**src/rtl/bdq_pkg.sv**
```systemverilog
// Shared types, sizes and codes for the bounded deque.
package bdq_pkg;

   // Ring geometry
   localparam int DEPTH  = 16;
   localparam int IDX_W  = (DEPTH > 1) ? $clog2(DEPTH) : 1;
   localparam int CNT_W  = $clog2(DEPTH + 1);
   localparam int SUM_W  = CNT_W + 1;
   localparam int WORD_W = 32;

   // Request operation codes
   localparam logic [2:0] MODE_PUSH_FRONT = 3'd0;
   localparam logic [2:0] MODE_PUSH_BACK  = 3'd1;
   localparam logic [2:0] MODE_POP_FRONT  = 3'd2;
   localparam logic [2:0] MODE_POP_BACK   = 3'd3;
   localparam logic [2:0] MODE_LIST       = 3'd4;

   // Response status codes
   localparam logic [1:0] STATUS_OK    = 2'd0;
   localparam logic [1:0] STATUS_EMPTY = 2'd1;
   localparam logic [1:0] STATUS_FULL  = 2'd2;

   typedef struct packed {
      logic [2:0]               mode;
      logic signed [WORD_W-1:0] value;
   } req_type;

   typedef struct packed {
      logic signed [WORD_W-1:0] word;
      logic [1:0]               status;
      logic                     last;
   } rsp_type;

   // Ring store access group
   typedef struct packed {
      logic              wr_en;
      logic [IDX_W-1:0]  wr_addr;
      logic [WORD_W-1:0] wr_word;
      logic              rd_en;
      logic [IDX_W-1:0]  rd_addr;
   } ring_ctl_type;

   // (base + offset) mod DEPTH, with base < DEPTH and offset <= DEPTH
   function automatic logic [IDX_W-1:0] ring_slot(input logic [IDX_W-1:0] base,
                                                  input logic [CNT_W-1:0] offset);
      logic [SUM_W-1:0] sum;
      sum = SUM_W'(base) + SUM_W'(offset);
      if (sum >= SUM_W'(DEPTH)) begin
         sum = sum - SUM_W'(DEPTH);
      end
      return sum[IDX_W-1:0];
   endfunction

   // (base - 1) mod DEPTH
   function automatic logic [IDX_W-1:0] ring_dec(input logic [IDX_W-1:0] base);
      logic [IDX_W-1:0] res;
      if (base == '0) begin
         res = IDX_W'(DEPTH - 1);
      end else begin
         res = base - IDX_W'(1);
      end
      return res;
   endfunction

endpackage

```
**src/rtl/bdq_ring.sv**
```systemverilog
// Ring store: one write port and one registered read port.
module bdq_ring
   import bdq_pkg::*;
(
   input  logic              clock,
   input  ring_ctl_type      ctl,
   output logic [WORD_W-1:0] rd_word
);

   logic [WORD_W-1:0] mem_ff [DEPTH];
   logic [WORD_W-1:0] rd_word_ff;

   // write port
   always_ff @(posedge clock) begin
      if (ctl.wr_en) begin
         mem_ff[ctl.wr_addr] <= ctl.wr_word;
      end
   end

   // read port, registered
   always_ff @(posedge clock) begin
      if (ctl.rd_en) begin
         rd_word_ff <= mem_ff[ctl.rd_addr];
      end
   end

   assign rd_word = rd_word_ff;

endmodule

```
**src/rtl/bounded_deque_core.sv**
```systemverilog
// Bounded double-ended queue of signed words held in a ring store.
// Push and pop: one beat per cycle while not busy, result registered at the accept edge.
// List: busy while the stored entries are read; entries come front to back one
// per cycle, each through the registered read (one read port).
// Reset (synchronous) clears head index, occupancy, sequencer and strobe;
// the ring store is left as is and needs no clearing pass.
module bounded_deque_core
   import bdq_pkg::*;
(
   input  logic    clock,
   input  logic    reset,
   input  logic    start,
   input  req_type req_data,
   output logic    busy,
   output logic    rsp_strobe,
   output rsp_type rsp_data
);

   typedef enum logic [1:0] {
      ST_IDLE = 2'b01,
      ST_LIST = 2'b10
   } state_type;

   state_type         state_ff, state_in;
   logic [IDX_W-1:0]  head_ff, head_in;
   logic [CNT_W-1:0]  occ_ff, occ_in;
   logic [IDX_W-1:0]  idx_ff, idx_in;
   logic              rsp_valid_ff, rsp_valid_in;
   logic              rsp_mem_ff, rsp_mem_in;
   logic [1:0]        rsp_status_ff, rsp_status_in;
   logic              rsp_last_ff, rsp_last_in;
   ring_ctl_type      ring_ctl;
   logic [WORD_W-1:0] rd_word;
   logic              full, empty;

   assign full  = (occ_ff == CNT_W'(DEPTH));
   assign empty = (occ_ff == '0);
   assign busy  = (state_ff != ST_IDLE);

   // request decode and list sequencer
   always_comb begin
      state_in      = state_ff;
      head_in       = head_ff;
      occ_in        = occ_ff;
      idx_in        = idx_ff;
      rsp_valid_in  = 1'b0;
      rsp_mem_in    = 1'b0;
      rsp_status_in = STATUS_OK;
      rsp_last_in   = 1'b1;
      ring_ctl      = '0;
      ring_ctl.wr_word = req_data.value;
      ring_ctl.rd_addr = head_ff;
      unique case (state_ff)
         ST_IDLE: begin
            if (start) begin
               unique case (req_data.mode)
                  MODE_PUSH_FRONT: begin
                     rsp_valid_in = 1'b1;
                     if (full) begin
                        rsp_status_in = STATUS_FULL;
                     end else begin
                        head_in          = ring_dec(head_ff);
                        ring_ctl.wr_en   = 1'b1;
                        ring_ctl.wr_addr = ring_dec(head_ff);
                        occ_in           = occ_ff + CNT_W'(1);
                     end
                  end
                  MODE_PUSH_BACK: begin
                     rsp_valid_in = 1'b1;
                     if (full) begin
                        rsp_status_in = STATUS_FULL;
                     end else begin
                        ring_ctl.wr_en   = 1'b1;
                        ring_ctl.wr_addr = ring_slot(head_ff, occ_ff);
                        occ_in           = occ_ff + CNT_W'(1);
                     end
                  end
                  MODE_POP_FRONT: begin
                     rsp_valid_in = 1'b1;
                     if (empty) begin
                        rsp_status_in = STATUS_EMPTY;
                     end else begin
                        ring_ctl.rd_en   = 1'b1;
                        ring_ctl.rd_addr = head_ff;
                        head_in          = ring_slot(head_ff, CNT_W'(1));
                        occ_in           = occ_ff - CNT_W'(1);
                        rsp_mem_in       = 1'b1;
                     end
                  end
                  MODE_POP_BACK: begin
                     rsp_valid_in = 1'b1;
                     if (empty) begin
                        rsp_status_in = STATUS_EMPTY;
                     end else begin
                        ring_ctl.rd_en   = 1'b1;
                        ring_ctl.rd_addr = ring_slot(head_ff, occ_ff - CNT_W'(1));
                        occ_in           = occ_ff - CNT_W'(1);
                        rsp_mem_in       = 1'b1;
                     end
                  end
                  MODE_LIST: begin
                     if (empty) begin
                        rsp_valid_in  = 1'b1;
                        rsp_status_in = STATUS_EMPTY;
                     end else begin
                        state_in = ST_LIST;
                        idx_in   = '0;
                     end
                  end
                  default: begin
                     // unused codes: dropped without a response
                  end
               endcase
            end
         end
         ST_LIST: begin
            // one entry read per cycle, response follows the read
            ring_ctl.rd_en   = 1'b1;
            ring_ctl.rd_addr = ring_slot(head_ff, CNT_W'(idx_ff));
            rsp_valid_in     = 1'b1;
            rsp_mem_in       = 1'b1;
            rsp_last_in      = (CNT_W'(idx_ff) + CNT_W'(1) == occ_ff);
            idx_in           = idx_ff + IDX_W'(1);
            if (rsp_last_in) begin
               state_in = ST_IDLE;
            end
         end
         default: begin
            state_in = ST_IDLE;
         end
      endcase
   end

   // control registers
   always_ff @(posedge clock) begin
      if (reset) begin
         state_ff     <= ST_IDLE;
         head_ff      <= '0;
         occ_ff       <= '0;
         rsp_valid_ff <= 1'b0;
      end else begin
         state_ff     <= state_in;
         head_ff      <= head_in;
         occ_ff       <= occ_in;
         rsp_valid_ff <= rsp_valid_in;
      end
   end

   // response side-band and list index
   always_ff @(posedge clock) begin
      idx_ff        <= idx_in;
      rsp_mem_ff    <= rsp_mem_in;
      rsp_status_ff <= rsp_status_in;
      rsp_last_ff   <= rsp_last_in;
   end

   bdq_ring u_ring (
      .clock   (clock),
      .ctl     (ring_ctl),
      .rd_word (rd_word)
   );

   // response beat: word comes straight from the registered read
   assign rsp_strobe      = rsp_valid_ff;
   assign rsp_data.word   = rsp_mem_ff ? rd_word : '0;
   assign rsp_data.status = rsp_status_ff;
   assign rsp_data.last   = rsp_last_ff;

endmodule
```
**config.mk**
```make
export PLATFORM = sky130hd
export DESIGN_NAME = bounded_deque_core
export DESIGN_NICKNAME = d
export VERILOG_FILES = /design/src/rtl/bdq_pkg.sv /design/src/rtl/bdq_ring.sv /design/src/rtl/bounded_deque_core.sv
export SDC_FILE = /design/constraint.sdc
export NUM_CORES = 1
export LEC_CHECK = 0
export ABC_AREA = 1
export BUFFER_PORTS_ARGS = -buffer_cell sky130_fd_sc_hd__buf_4
export CAP_MARGIN = 20
export CORE_MARGIN = 2
export CORE_UTILIZATION = 65
export CTS_BUF_LIST = sky130_fd_sc_hd__clkbuf_8
export DETAILED_ROUTE_END_ITERATION = 16
export HOLD_SLACK_MARGIN = 0.06
export MAX_ROUTING_LAYER = met4
export PLACE_DENSITY_LB_ADDON = 0.25
export SLEW_MARGIN = 20
export SYNTH_ARGS = -nofsm -noshare
export SYNTH_HDL_FRONTEND = slang
export SYNTH_SLANG_ARGS = --single-unit
```
**constraint.sdc**
```tcl
create_clock -name clock -period 4.29 [get_ports clock]
set_input_delay 0.2145 -clock clock [delete_from_list [all_inputs] [get_ports clock]]
set_output_delay 0.2145 -clock clock [all_outputs]
set_load 0.01 [all_outputs]
```
==> results.md <==
- Die Span Y: 201 microns
- Run status: finished, final reports clean
- Hold path start: reset
- Grt total ovfl: 0
- Data arrival, critical path: 3.73 ns
- Finished Cell Area: 28400 sq um
- Fmax achieved: 290 MHz
- Warnings, synthesis: 0
- Fin crit share: 0.803
- FF-to-FF path depth: 12
- Clock Power Share: 0.311
- CP Buf/Inv Count: 2
- Cell at the slowest stage of the critical path: dfxtp_1
- Synth Register Bits: 564
- Finished Core Util: 0.737
- Slew @ Worst Pin: 1.02 ns
- Largest cells by area after synthesis: edfxtp_1 65%, nand3_1 12%, nand2_1 7.7%
- Number of detailed-route iterations in the first pass: 5
- Maximum VDD drop: 0.329 mV
- Most common cell in the synthesized netlist: nand3_1
- R2R Setup Slk: 0.85 ns
- Worst r2r src: head_ff[1]
- Fin. max-slew vios: 0
- Hold path endpoint: occ_ff[2]
- Leakage: 0.0118 uW
- Clock transition at path regs: 0.06 ns
- Drt drc: 0
- Largest net degree at the start of global routing: 155
- Starting Density: 0.656
- Post-synth top area share: 0.650
- Critical Path End Type: flop
- Tmin final: 3.44 ns
- Main synth FF type: edfxtp_1
- Final Hold Fails: 0
- Nature of the critical path startpoint: flop
- Antenna Cells: 0
- CP cell instances: inv_1 > ha_1 > nand2_1 > nand2_1 > nor2_1 > a21oi_1 > nand2_1 > o21ai_0 > nand2_1 > nand2_1 > nor2_4 > buf_4
- P_sw: 4200 uW
- Cells on Worst Hold Path: 3
- Number of flops mapped to enable cells by yosys: 548
- Seq pwr share: 0.471
- Core box area: 38600 sq um
- Post-DP HPWL: 33.4 mm
- Most frequent CP cell: nand2_1
- CTS tree: yes
- Final setup vio count: 0
- Setup TNS: 0 ns
- Setup WS pre-CTS: 0.891 ns
- Clock Path Buffers: 3
- Slew headroom: 0.319
- Site Rows: 72
- Switching share of power: 0.309
- GRT Util Overall: 0.319
- Combinational power share: 0.219
- Initial antenna violation count: 0
- Internal Power: 9400 uW
- Die X: 201 microns
- GPL Wtd Cong: 0.903
- Post-synth top area cell: edfxtp_1
- Pwr dens: 478 nW/um^2
- Initial DRC Count: 2138
- Routed vias: 18.0k
- TritonCTS Buffers: 88
- Area after DPL: 26400 sq um
- H-tree depth: 3
- Routed Antenna Nets: 0
- Share of cells above drive strength 1: 0.0986
- Vias in the first global route: 18.0k
- Die area: 40500 sq um
- Setup WS post-layout: 0.847 ns
- Mapped cell area: 25300 sq um
- I/O Buffers: 74
- Unrepaired setup endpoints after global routing: false
- DRT Wirelength: 61.9 mm
- CP delay by family, top: simple AND/OR/NAND/NOR gates
- Filler Cell Count: 2626
- Sink Count: 564
- Mean post-synth cell area: 10.5 sq um
- Top post-synthesis cells by count: 594 x nand3_1, 548 x edfxtp_1, 517 x nand2_1, 389 x inv_1, 89 x buf_2
- Clock Root Buffer: clkbuf_8
- Synth async-reset ratio: 0
- Post-DR vias/cell: 5.82
- Yosys cell types: 28
- Part of the Yosys area used for sequential elements: 0.663
- First-pass GRT wire length: 96.6 mm
- Routed length per instance: 20.0 microns
- IO Count: 75
- Syn Inst Count: 2404
- Critical Path RT: 4.58 ns
- Max Cap Viol: 0
- WS Path Type: reg2reg
- HP Class: in2reg
- Final setup skew: 0.0293 ns
- Max Fanout on Critical Path: 18
- Area growth syn-to-layout: 12.4%
- R2r endpoint: u_ring.mem_ff[0][28]
- Crit path largest cell delay: 0.61 ns
- Layout Nets: 2567
- Clk_lat worst skew: 0.65 ns
- Total power: 13600 uW
- Post-Syn Nets: 2462
-- metrics by stage --
stage	hold WS, ns	cells
2_1_floorplan	0.284	2404
3_3_place_gp	0.467	2899
3_5_place_dp	0.480	2899
4_1_cts	0.338	3094
5_1_grt	0.386	3094
6_report	0.387	3094
-- flip-flops by register name (all words and copies together) (netlist names) --
register / count
head_ff: 4
idx_ff: 4
occ_ff: 5
rsp_last_ff: 1
rsp_mem_ff: 1
rsp_status_ff: 2
rsp_strobe: 1
state_ff: 2
u_ring.mem_ff: 512
u_ring.rd_word: 32
-- power groups by stage --
stage / clock [uW] / sequential (uW) / combinational [uW]
after floorplan: 0 / 6470 / 2020
after global routing: 4510 / 6410 / 3280
after detailed placement: 0 / 6510 / 2900
final: 4220 / 6400 / 2970
after global placement: 0 / 6510 / 2810
after CTS: 4260 / 6400 / 2940
-- kinds of logic after synthesis --
logic type,count (synthesis),synth area share
AND/OR/NAND/NOR,1229,0.222
AO/OA/AOI/OAI,41,0.00851
adder cells (fa/ha/maj),20,0.0108
XOR/XNOR,21,0.00727
flip-flops,564,0.663
buffers and inverters,529,0.0881
-- routing by layer --
| metal | up-vias | GRT usage | part of all wire |
|---|---|---|---|
| met3 | 170 | 0.0593 | 0.095 |
| met4 | 0 | 0.132 | 0.032 |
| met5 | - | - | 0 |
| li1 | 8256 | - | - |
| met1 | 8608 | 0.406 | 0.38 |
| met2 | 982 | 0.512 | 0.49 |
-- worst max path at each step --
stage | startpoint | endpoint | slack [ns] | cells after the start
3_3_place_gp | head_ff[1] | u_ring.mem_ff[1][4] | 0.93 | 12
5_1_grt | head_ff[1] | u_ring.mem_ff[0][28] | 0.61 | 12
2_1_floorplan | head_ff[1] | u_ring.mem_ff[10][0] | 0.98 | 7
4_1_cts | head_ff[1] | u_ring.mem_ff[0][28] | 0.83 | 12
6_report | head_ff[1] | u_ring.mem_ff[0][28] | 0.85 | 12
3_5_place_dp | head_ff[1] | u_ring.mem_ff[0][17] | 0.89 | 12
-- layout make-up --
cell class / count / area [sq um] / area share
Tap cell: 518 / 648 / 0.0228
Clock inverter: 66 / 367 / 0.0129
Timing Repair Buffer: 153 / 1430 / 0.0504
Inverter: 391 / 1470 / 0.0517
Sequential cell: 564 / 16800 / 0.590
Clock buffer: 91 / 1250 / 0.0441
Multi-Input combinational cell: 1311 / 6480 / 0.228
-- worst min-delay path: stages --
cell	delay, ns
dlygate4sd3_1	0.52
buf_4	0.17
a21oi_1	0.05
-- timing repair --
action / CTS / global route
hold buffers: 38 / 0
setup buffers: 0 / 0
hold endpoints to repair: 527 / 0
gates resized for setup: 0 / 0
-- cells in the final DEF, fill, tap and decap left out, types with 2 or more instances in the layout --
cell and instances:
a211oi_1 2, nor3_1 8, xnor2_1 6, edfxtp_1 548, dlygate4sd3_1 38, nand2_2 3, nor2_4 17, bufinv_16 3
inv_2 2, buf_4 100, nand3_1 594, nand4_1 3, buf_12 15, dfxtp_1 15, fa_1 3, o21ai_0 17
nand3b_1 57, ha_1 17, inv_1 409, nand2_8 3, a31oi_1 2, clkbuf_8 91, inv_6 3, clkinv_1 28
a21oi_1 18, nor2_1 27, xor2_1 15, clkinv_2 10, nand2_1 514
No activity file was read; power rests on OpenSTA's default activity.
